### src/hdl/ctu_pkg.sv
package ctu_pkg;

  localparam int unsigned CTU_ITERATIONS = 14;
  localparam int unsigned CTU_SQRT_STEPS = 15;

  localparam int unsigned CTU_XW = 19;
  localparam int unsigned CTU_ZW = 18;
  localparam int unsigned CTU_RW = 30;
  localparam int unsigned CTU_GW = 20;

  localparam logic [13:0] CTU_GAIN = 14'd9949;
  localparam logic signed [CTU_XW-1:0] CTU_ONE = 19'sd16384;
  localparam logic signed [CTU_GW-1:0] CTU_PI = 20'sd51472;

  typedef enum logic [1:0] {
    CTU_SINCOS = 2'd0,
    CTU_ATAN   = 2'd1,
    CTU_ACOS   = 2'd2,
    CTU_UNUSED = 2'd3
  } ctu_mode_e;

  typedef struct packed {
    ctu_mode_e                 mode;
    logic signed [15:0]        a;
    logic signed [15:0]        b;
    logic [14:0]               ap;
    logic                      neg;
    logic                      err;
    logic [CTU_RW-1:0]         r;
    logic [CTU_RW-1:0]         q;
    logic signed [CTU_XW-1:0]  x;
    logic signed [CTU_XW-1:0]  y;
    logic signed [CTU_ZW-1:0]  z;
  } ctu_word_t;

  typedef struct packed {
    ctu_mode_e                 mode;
    logic                      neg;
    logic                      err;
    logic signed [CTU_GW-1:0]  gx;
    logic signed [CTU_GW-1:0]  gy;
    logic signed [CTU_ZW-1:0]  z;
  } ctu_res_t;

  // round(atan(2^-i) * 2^14)
  function automatic logic [13:0] ctu_atan(input int unsigned i);
    logic [13:0] v;
    unique case (i)
      0:       v = 14'd12868;
      1:       v = 14'd7596;
      2:       v = 14'd4014;
      3:       v = 14'd2037;
      4:       v = 14'd1023;
      5:       v = 14'd512;
      6:       v = 14'd256;
      7:       v = 14'd128;
      8:       v = 14'd64;
      9:       v = 14'd32;
      10:      v = 14'd16;
      11:      v = 14'd8;
      12:      v = 14'd4;
      13:      v = 14'd2;
      14:      v = 14'd1;
      default: v = 14'd0;
    endcase
    return v;
  endfunction

  // convergence limit of the rotation: sum of the table entries in use
  function automatic int unsigned ctu_range(input int unsigned n);
    int unsigned s;
    s = 0;
    for (int unsigned k = 0; k < n; k++) s += ctu_atan(k);
    return s;
  endfunction

endpackage

### src/hdl/ctu_if.sv
interface ctu_in_if;
  logic               valid;
  logic               ready;
  logic [1:0]         mode;
  logic signed [15:0] first_operand;
  logic signed [15:0] second_operand;

  modport source (output valid, mode, first_operand, second_operand, input ready);
  modport sink   (input valid, mode, first_operand, second_operand, output ready);
endinterface

interface ctu_out_if;
  logic               valid;
  logic               ready;
  logic signed [16:0] angle_or_cosine;
  logic signed [15:0] sine_value;
  logic               domain_error;

  modport source (output valid, angle_or_cosine, sine_value, domain_error, input ready);
  modport sink   (input valid, angle_or_cosine, sine_value, domain_error, output ready);
endinterface

### src/hdl/ctu_pre.sv
module ctu_pre import ctu_pkg::*; #(
  parameter int unsigned ITERATIONS = CTU_ITERATIONS
) (
  input  logic               clk_i,
  input  logic               rst_ni,
  input  logic               valid_i,
  output logic               ready_o,
  input  logic [1:0]         mode_i,
  input  logic signed [15:0] a_i,
  input  logic signed [15:0] b_i,
  output logic               valid_o,
  input  logic               ready_i,
  output ctu_word_t          word_o
);

  localparam logic signed [16:0] Range = 17'(ctu_range(ITERATIONS));
  localparam logic signed [16:0] One   = 17'sd16384;

  logic              valid_q;
  ctu_word_t         word_q, word_d;
  logic signed [16:0] a_ext, p, ap_full;
  logic [29:0]       sq;
  logic              out_of_range;

  always_comb begin
    a_ext        = 17'(a_i);
    out_of_range = (a_ext > One) || (a_ext < -One);
    if (a_ext > One) begin
      p = One;
    end else if (a_ext < -One) begin
      p = -One;
    end else begin
      p = a_ext;
    end
    ap_full = p[16] ? -p : p;
    sq      = 30'(ap_full[14:0]) * 30'(ap_full[14:0]);

    word_d      = '0;
    word_d.mode = ctu_mode_e'(mode_i);
    word_d.a    = a_i;
    word_d.b    = b_i;
    word_d.ap   = ap_full[14:0];
    word_d.neg  = p[16];
    word_d.r    = sq;
    word_d.q    = '0;
    unique case (ctu_mode_e'(mode_i))
      CTU_SINCOS: word_d.err = (a_ext > Range) || (a_ext < -Range);
      CTU_ATAN:   word_d.err = a_i[15];
      CTU_ACOS:   word_d.err = out_of_range;
      default:    word_d.err = 1'b1;
    endcase
  end

  assign ready_o = !valid_q || ready_i;

  always_ff @(posedge clk_i or negedge rst_ni) begin
    if (!rst_ni) begin
      valid_q <= 1'b0;
    end else if (ready_o) begin
      valid_q <= valid_i;
    end
  end

  always_ff @(posedge clk_i) begin
    if (ready_o && valid_i) begin
      word_q <= word_d;
    end
  end

  assign valid_o = valid_q;
  assign word_o  = word_q;

endmodule

### src/hdl/ctu_sqrt_stage.sv
module ctu_sqrt_stage import ctu_pkg::*; #(
  parameter int unsigned K = 0
) (
  input  logic      clk_i,
  input  logic      rst_ni,
  input  logic      valid_i,
  output logic      ready_o,
  input  ctu_word_t word_i,
  output logic      valid_o,
  input  logic      ready_i,
  output ctu_word_t word_o
);

  // trial bit of this step, 2^(28 - 2K)
  localparam logic [CTU_RW-1:0] Bit = CTU_RW'(1) << (28 - 2 * K);

  logic              valid_q;
  ctu_word_t         word_q, word_d;
  logic [CTU_RW-1:0] rin, t, qs;

  always_comb begin
    if (K == 0) begin
      // radicand (1 - p^2) in Q28, the square arrives in r
      rin = (CTU_RW'(16384) - CTU_RW'(word_i.r[CTU_RW-1:14])) << 14;
    end else begin
      rin = word_i.r;
    end
    t      = word_i.q + Bit;
    qs     = word_i.q >> 1;
    word_d = word_i;
    if (rin >= t) begin
      word_d.r = rin - t;
      word_d.q = qs + Bit;
    end else begin
      word_d.r = rin;
      word_d.q = qs;
    end
  end

  assign ready_o = !valid_q || ready_i;

  always_ff @(posedge clk_i or negedge rst_ni) begin
    if (!rst_ni) begin
      valid_q <= 1'b0;
    end else if (ready_o) begin
      valid_q <= valid_i;
    end
  end

  always_ff @(posedge clk_i) begin
    if (ready_o && valid_i) begin
      word_q <= word_d;
    end
  end

  assign valid_o = valid_q;
  assign word_o  = word_q;

endmodule

### src/hdl/ctu_cordic_stage.sv
module ctu_cordic_stage import ctu_pkg::*; #(
  parameter int unsigned I = 0
) (
  input  logic      clk_i,
  input  logic      rst_ni,
  input  logic      valid_i,
  output logic      ready_o,
  input  ctu_word_t word_i,
  output logic      valid_o,
  input  logic      ready_i,
  output ctu_word_t word_o
);

  localparam logic signed [CTU_ZW-1:0] Step = CTU_ZW'(ctu_atan(I));

  logic                     valid_q;
  ctu_word_t                word_q, word_d;
  logic signed [CTU_XW-1:0] x, y, xs, ys;
  logic signed [CTU_ZW-1:0] z;
  logic                     sub;

  always_comb begin
    if (I == 0) begin
      // load the start vector for the mode
      unique case (word_i.mode)
        CTU_SINCOS: begin
          x = CTU_ONE;
          y = '0;
          z = CTU_ZW'(word_i.a);
        end
        CTU_ATAN: begin
          x = CTU_XW'(word_i.a);
          y = CTU_XW'(word_i.b);
          z = '0;
        end
        CTU_ACOS: begin
          x = CTU_XW'({1'b0, word_i.ap});
          y = CTU_XW'({1'b0, word_i.q[14:0]});
          z = '0;
        end
        default: begin
          x = '0;
          y = '0;
          z = '0;
        end
      endcase
    end else begin
      x = word_i.x;
      y = word_i.y;
      z = word_i.z;
    end
    xs = x >>> I;
    ys = y >>> I;
    // rotation steers z to zero, vectoring steers y to zero
    sub    = (word_i.mode == CTU_SINCOS) ? !z[CTU_ZW-1] : y[CTU_XW-1];
    word_d = word_i;
    if (sub) begin
      word_d.x = x - ys;
      word_d.y = y + xs;
      word_d.z = z - Step;
    end else begin
      word_d.x = x + ys;
      word_d.y = y - xs;
      word_d.z = z + Step;
    end
  end

  assign ready_o = !valid_q || ready_i;

  always_ff @(posedge clk_i or negedge rst_ni) begin
    if (!rst_ni) begin
      valid_q <= 1'b0;
    end else if (ready_o) begin
      valid_q <= valid_i;
    end
  end

  always_ff @(posedge clk_i) begin
    if (ready_o && valid_i) begin
      word_q <= word_d;
    end
  end

  assign valid_o = valid_q;
  assign word_o  = word_q;

endmodule

### src/hdl/ctu_post.sv
module ctu_post import ctu_pkg::*; (
  input  logic               clk_i,
  input  logic               rst_ni,
  input  logic               valid_i,
  output logic               ready_o,
  input  ctu_word_t          word_i,
  output logic               valid_o,
  input  logic               ready_i,
  output logic signed [16:0] res0_o,
  output logic signed [15:0] res1_o,
  output logic               err_o
);

  localparam logic signed [CTU_GW-1:0] Max0 = 20'sd65535;
  localparam logic signed [CTU_GW-1:0] Min0 = -20'sd65536;
  localparam logic signed [CTU_GW-1:0] Max1 = 20'sd32767;
  localparam logic signed [CTU_GW-1:0] Min1 = -20'sd32768;

  // gain stage
  logic               g_valid_q, g_ready;
  ctu_res_t           g_q, g_d;
  logic signed [33:0] px, py, gain;

  assign gain = 34'(signed'({1'b0, CTU_GAIN}));

  always_comb begin
    px      = 34'(word_i.x) * gain;
    py      = 34'(word_i.y) * gain;
    g_d     = '0;
    g_d.mode = word_i.mode;
    g_d.neg  = word_i.neg;
    g_d.err  = word_i.err;
    g_d.gx   = px[33:14];
    g_d.gy   = py[33:14];
    g_d.z    = word_i.z;
  end

  assign ready_o = !g_valid_q || g_ready;

  always_ff @(posedge clk_i or negedge rst_ni) begin
    if (!rst_ni) begin
      g_valid_q <= 1'b0;
    end else if (ready_o) begin
      g_valid_q <= valid_i;
    end
  end

  always_ff @(posedge clk_i) begin
    if (ready_o && valid_i) begin
      g_q <= g_d;
    end
  end

  // select, reflect and saturate into the output register
  logic                     o_valid_q;
  logic signed [16:0]       res0_q, res0_d;
  logic signed [15:0]       res1_q, res1_d;
  logic                     err_q;
  logic signed [CTU_GW-1:0] r0, r1, zx;

  always_comb begin
    zx = CTU_GW'(g_q.z);
    unique case (g_q.mode)
      CTU_SINCOS: r0 = g_q.gx;
      CTU_ATAN:   r0 = zx;
      CTU_ACOS:   r0 = g_q.neg ? (CTU_PI - zx) : zx;
      default:    r0 = '0;
    endcase
    r1 = (g_q.mode == CTU_SINCOS) ? g_q.gy : '0;
    if (r0 > Max0) begin
      res0_d = 17'sd65535;
    end else if (r0 < Min0) begin
      res0_d = -17'sd65536;
    end else begin
      res0_d = r0[16:0];
    end
    if (r1 > Max1) begin
      res1_d = 16'sd32767;
    end else if (r1 < Min1) begin
      res1_d = -16'sd32768;
    end else begin
      res1_d = r1[15:0];
    end
  end

  assign g_ready = !o_valid_q || ready_i;

  always_ff @(posedge clk_i or negedge rst_ni) begin
    if (!rst_ni) begin
      o_valid_q <= 1'b0;
    end else if (g_ready) begin
      o_valid_q <= g_valid_q;
    end
  end

  always_ff @(posedge clk_i) begin
    if (g_ready && g_valid_q) begin
      res0_q <= res0_d;
      res1_q <= res1_d;
      err_q  <= g_q.err;
    end
  end

  assign valid_o = o_valid_q;
  assign res0_o  = res0_q;
  assign res1_o  = res1_q;
  assign err_o   = err_q;

endmodule

### src/hdl/cordic_trig_unit.sv
// Every stage is its own register: input, root and CORDIC steps, gain and output.
// Throughput: one word per cycle in every mode while out_o is not stalled.
// The 15-step square root pipe and the ITERATIONS CORDIC stages set the depth.
// A stalled output holds; bubbles in the pipe close up behind it.
// Reset (rst_ni low, asynchronous) clears all valid bits; no data is flushed.
module cordic_trig_unit import ctu_pkg::*; #(
  parameter int unsigned ITERATIONS = CTU_ITERATIONS
) (
  input  logic clk_i,
  input  logic rst_ni,
  ctu_in_if.sink    in_i,
  ctu_out_if.source out_o
);

  localparam int unsigned NS    = CTU_SQRT_STEPS;
  localparam int unsigned NODES = NS + ITERATIONS + 1;

  // node 0: square stage, nodes 1..NS: root steps, then CORDIC steps
  logic      valid [NODES];
  logic      ready [NODES];
  ctu_word_t word  [NODES];

  ctu_pre #(
    .ITERATIONS(ITERATIONS)
  ) u_pre (
    .clk_i   (clk_i),
    .rst_ni  (rst_ni),
    .valid_i (in_i.valid),
    .ready_o (in_i.ready),
    .mode_i  (in_i.mode),
    .a_i     (in_i.first_operand),
    .b_i     (in_i.second_operand),
    .valid_o (valid[0]),
    .ready_i (ready[0]),
    .word_o  (word[0])
  );

  // integer square root for the arccosine, one result bit per stage
  for (genvar k = 0; k < NS; k++) begin : g_sqrt
    ctu_sqrt_stage #(
      .K(k)
    ) u_stage (
      .clk_i   (clk_i),
      .rst_ni  (rst_ni),
      .valid_i (valid[k]),
      .ready_o (ready[k]),
      .word_i  (word[k]),
      .valid_o (valid[k+1]),
      .ready_i (ready[k+1]),
      .word_o  (word[k+1])
    );
  end

  // CORDIC micro-rotations; the first stage loads the start vector
  for (genvar i = 0; i < ITERATIONS; i++) begin : g_cordic
    ctu_cordic_stage #(
      .I(i)
    ) u_stage (
      .clk_i   (clk_i),
      .rst_ni  (rst_ni),
      .valid_i (valid[NS+i]),
      .ready_o (ready[NS+i]),
      .word_i  (word[NS+i]),
      .valid_o (valid[NS+i+1]),
      .ready_i (ready[NS+i+1]),
      .word_o  (word[NS+i+1])
    );
  end

  // gain correction, pi reflection, saturation and the output register
  ctu_post u_post (
    .clk_i   (clk_i),
    .rst_ni  (rst_ni),
    .valid_i (valid[NODES-1]),
    .ready_o (ready[NODES-1]),
    .word_i  (word[NODES-1]),
    .valid_o (out_o.valid),
    .ready_i (out_o.ready),
    .res0_o  (out_o.angle_or_cosine),
    .res1_o  (out_o.sine_value),
    .err_o   (out_o.domain_error)
  );

endmodule
### src/flat_wrapper.sv
// flat-port wrapper written by rule: the top's interface ports become plain ports
module cordic_trig_unit_flat import ctu_pkg::*;
#(
  parameter int unsigned ITERATIONS = CTU_ITERATIONS
)
  (clk_i, rst_ni, in_i_valid, in_i_mode, in_i_first_operand, in_i_second_operand, in_i_ready, out_o_valid, out_o_angle_or_cosine, out_o_sine_value, out_o_domain_error, out_o_ready);
  ctu_in_if in_i_i ();
  ctu_out_if out_o_i ();
  input  logic clk_i;
  input  logic rst_ni;
  input wire logic [$bits(in_i_i.valid)-1:0] in_i_valid;
  input wire logic [$bits(in_i_i.mode)-1:0] in_i_mode;
  input wire logic [$bits(in_i_i.first_operand)-1:0] in_i_first_operand;
  input wire logic [$bits(in_i_i.second_operand)-1:0] in_i_second_operand;
  output wire logic [$bits(in_i_i.ready)-1:0] in_i_ready;
  output wire logic [$bits(out_o_i.valid)-1:0] out_o_valid;
  output wire logic [$bits(out_o_i.angle_or_cosine)-1:0] out_o_angle_or_cosine;
  output wire logic [$bits(out_o_i.sine_value)-1:0] out_o_sine_value;
  output wire logic [$bits(out_o_i.domain_error)-1:0] out_o_domain_error;
  input wire logic [$bits(out_o_i.ready)-1:0] out_o_ready;
  assign in_i_i.valid = in_i_valid;
  assign in_i_i.mode = in_i_mode;
  assign in_i_i.first_operand = in_i_first_operand;
  assign in_i_i.second_operand = in_i_second_operand;
  assign in_i_ready = in_i_i.ready;
  assign out_o_valid = out_o_i.valid;
  assign out_o_angle_or_cosine = out_o_i.angle_or_cosine;
  assign out_o_sine_value = out_o_i.sine_value;
  assign out_o_domain_error = out_o_i.domain_error;
  assign out_o_i.ready = out_o_ready;
  cordic_trig_unit #(.ITERATIONS(ITERATIONS)) u_core (.clk_i(clk_i), .rst_ni(rst_ni), .in_i(in_i_i), .out_o(out_o_i));
endmodule
### config.mk
export PLATFORM = sky130hd
export DESIGN_NAME = cordic_trig_unit_flat
export DESIGN_NICKNAME = d
export VERILOG_FILES = /design/src/hdl/ctu_pkg.sv /design/src/hdl/ctu_if.sv /design/src/hdl/ctu_pre.sv /design/src/hdl/ctu_sqrt_stage.sv /design/src/hdl/ctu_cordic_stage.sv /design/src/hdl/ctu_post.sv /design/src/hdl/cordic_trig_unit.sv /design/src/flat_wrapper.sv
export SDC_FILE = /design/constraint.sdc
export NUM_CORES = 2
export LEC_CHECK = 0
export ABC_AREA = 1
export BUFFER_PORTS_ARGS = -buffer_cell sky130_fd_sc_hd__buf_2
export CAP_MARGIN = 20
export CORE_ASPECT_RATIO = 0.6
export CORE_MARGIN = 1
export CORE_UTILIZATION = 50
export DETAILED_ROUTE_END_ITERATION = 10
export PLACE_DENSITY = 0.65
export SLEW_MARGIN = 10
export SYNTH_ARGS = -nofsm -noshare
export SYNTH_HDL_FRONTEND = slang
export SYNTH_SLANG_ARGS = --single-unit
### constraint.sdc
create_clock -name clk_i -period 7.6 [get_ports clk_i]
set_input_delay 0.38 -clock clk_i [delete_from_list [all_inputs] [get_ports clk_i]]
set_output_delay 0.38 -clock clk_i [all_outputs]
set_load 0.01 [all_outputs]
==> key figures <==
Place
  • Post-DP Area: 133700 um^2
  • Routability congestion estimate: 0.9224
  • DP HPWL: 227.4 mm
  • Buffers added on ports: 73

Timing
  • Fmax: 137.5 MHz
  • Measured slew at the worst slew-check pin: 1.125 ns
  • Finish-stage setup viols: 0
  • Final Cycle Share: 0.9572
  • Final hold vios: 0
  • Layout Skew: 0.08608 ns
  • Slew margin rel.: 0.2497
  • Min cycle time layout: 7.275 ns
  • Final Max Slew Viols: 0

Clocking
  • CTS root buffer: clkbuf_16
  • Inserted Clock Buffers: 210
  • Worst skew pair latency: 0.90 ns
  • Clock Path Buffers: 4
  • # H-tree levels: 4
  • Clock transition at path regs: 0.06 ns
  • CTS tree: done
  • # clock sinks: 2179

Drt
  • Final ANT Viol Nets: 0
  • Iter 0 DRT Violations: 7869
  • DRT Wirelength: 294.0 mm
  • Drt wl/cell: 19.02 um
  • Avg Vias per Cell: 5.346
  • Residual DRC: 7
  • Vias: 82660
  • Initial DRT Pass Iterations: 9

Finish
  • ANT cells: 0
  • Fin nets: 13540
  • Finished Cell Area: 141600 um^2
  • Commonest non-fill, non-tap cell in the layout: edfxtp_1
  • Commonest non-fill, non-tap cells in the layout: edfxtp_1, inv_1, nand2_1, ha_1, a21oi_1
  • Area grow syn2layout: 10.96%
  • Share of cells above drive strength 1: 0.06579

Logic synthesis
  • Post-synth EDFFs: 2147
  • Sequential cell area fraction in the yosys report: 0.5114
  • Synth area leaders: edfxtp_1, ha_1, fa_1, xor2_1, inv_1
  • Post-synth top area share: 0.5051
  • Leading area contributor after synthesis: edfxtp_1
  • Post-synth cell types: 69
  • YS warnings: 0
  • Synth Flop Type: edfxtp_1
  • Async SR Flop Fraction: 0.01469
  • FF+latch count, synth: 2179
  • Post-synthesis cell count: 11430
  • Syn_area_per_cell: 11.17 um^2
  • Post-Syn Area: 127600 um^2

Critical path
  • CP delay by family, top: adder cells
  • Critical Path Start Type: input pin
  • Setup Crit Path Kind: in -> reg
  • CP Max Fanout: 6
  • WP data required: 8.16 ns
  • Critical Path End Type: flip-flop
  • Buf/Inv on CP: 9
  • Max incr delay on CP: 0.59 ns
  • Crit path top cell by count: fa_1
  • Arrival @ worst endpoint: 7.83 ns
  • CP max stage cell: fa_1

Global routing
  • Grt ovf: 0
  • Pin count of the biggest net entering global routing: 77
  • Vias in the first global route: 78970
  • First-pass GRT wire length: 456.0 mm
  • Initial antenna violation count: 10
  • GRT Util Overall: 0.2266

Outcome
  • Failing checks: DRC
  • Run status: finished, violations left

Run
  • Max-cap violations: 0

Floorplan
  • Initial Util: 0.5035
  • Die width: 654.3 um
  • Die height: 393.4 um
  • Die area: 257400 um^2
  • I/O Pins: 74
  • Core footprint: 253500 um^2
  • Row cnt: 143

Min path
  • Worst hold path class: in -> reg
cell type report:
class	instances	area, um^2
well taps	3407	4263
repair buffers	340	2595
clock inverters	129	1569
flip-flops and latches	2179	65270
multi-input cells	7439	56030
fillers	21300	111900
clock buffers	248	5449
inverters	1719	6464
cells by family after synthesis:
kind of cell	after synthesis	synth area share
adder cells (fa/ha/maj)	1612	0.1838
XOR/XNOR	1147	0.07876
multiplexers	3	0.0002548
AND/OR/NAND/NOR	2894	0.09494
other	2	0.00005884
AO/OA/AOI/OAI	1773	0.07721
buffers and inverters	1820	0.05364
flip-flops	2179	0.5114
stage by stage:
step	hold WS [ns]	worst slack, ns	util	setup TNS [ns]	std cells
detailed placement	0.4045	-0.3963	0.5275	-3.942	15040
floorplan	0.08441	0.04833	-	0	11440
CTS	0.03902	0.01576	0.5566	0	15450
global route	-0.03446	-0.06773	0.5587	-0.1334	15460
finish	0.01486	0.3251	0.5587	0	15460
global placement	0.4003	-0.4348	0.5275	-4.412	15040
metal layers:
metal  part of all wire  vias to the layer above  wire [um]  track usage
met4              0.013                        2       3875      0.03402
met1               0.54                    39820     160100       0.4007
li1                   -                    39970          -            -
met3              0.093                      297      27470      0.05294
met2               0.35                     2574     102500       0.2728
met5           0.000044                        -         13            0
synth_stat cells, types with 8 or more instances:
master and instances:
edfxtp_1 2147, inv_1 1706, nand2_1 1428, ha_1 1174, a21oi_1 904, xor2_1 858, nor2_1 783, o21ai_0 472
fa_1 438, nand3_1 354, xnor2_1 288, nor3_1 149, clkbuf_1 89, nand4_1 57, o21bai_1 53, a21o_1 52
a31oi_1 48, nor4_1 41, o31ai_1 38, o211ai_1 33, dfrtp_1 32, o21ai_1 23, a211oi_1 21, a22oi_1 18
a21boi_0 16, a22o_1 16, o2111ai_1 15, o21a_1 14, a31o_2 13, or2_2 13, nand3b_1 12, a221oi_1 9
inv_2 8, nor2_4 8, nor3b_1 8
state kept, by name, summed over array words and instances, names as in the netlist:
register / flops
u_core.u_post.valid_o: 1
u_core.g_cordic.u_stage.valid_o: 14
u_core.u_post.g_valid_q: 1
u_core.u_post.res0_o: 17
u_core.g_sqrt.u_stage.valid_o: 15
u_core.g_sqrt.u_stage.word_o: 1145
u_core.g_cordic.u_stage.word_o: 839
u_core.u_pre.word_o: 67
u_core.u_post.res1_o: 16
u_core.u_post.g_q: 62
u_core.u_pre.valid_o: 1
u_core.u_post.err_o: 1
final timing paths:
check,startpoint,endpoint,slack (ns),cells past startpoint
max in group asynchronous,rst_ni,u_core.g_sqrt[2].u_stage.valid_o,6.73,2
min in group asynchronous,rst_ni,u_core.u_post.valid_o,0.19,2
hold reg to reg,u_core.g_cordic[6].u_stage.word_o[2],u_core.g_cordic[7].u_stage.word_o[2],0.36,0
setup reg to reg,u_core.g_cordic[13].u_stage.word_o[27],u_core.u_post.g_q[33],1.19,21
setup / recovery,in_i_first_operand[10],u_core.u_pre.word_o[112],0.33,36
hold / removal,in_i_first_operand[14],u_core.u_pre.word_o[163],0.01,2
repair_timing:
item | in CTS | in global routing
gates resized for setup | 0 | 94
buffers inserted | 0 | 7
endpoints found under the setup margin | 0 | 16
endpoints found under the hold margin | 74 | 4
hold buffers | 37 | 4
worst register-to-register path: cells and delay by family (launching register included):
kind,cells,cell delay [ns]
fa+ha+maj,7,3.31
xor+xnor,1,0.15
compound gates,4,1.26
buf+inv,5,0.34
simple gates,4,0.53
flops,1,0.56
Power is left out: the tool's default activity adds up to more than one toggle a clock period on the data nets, which glitch-free logic cannot reach.
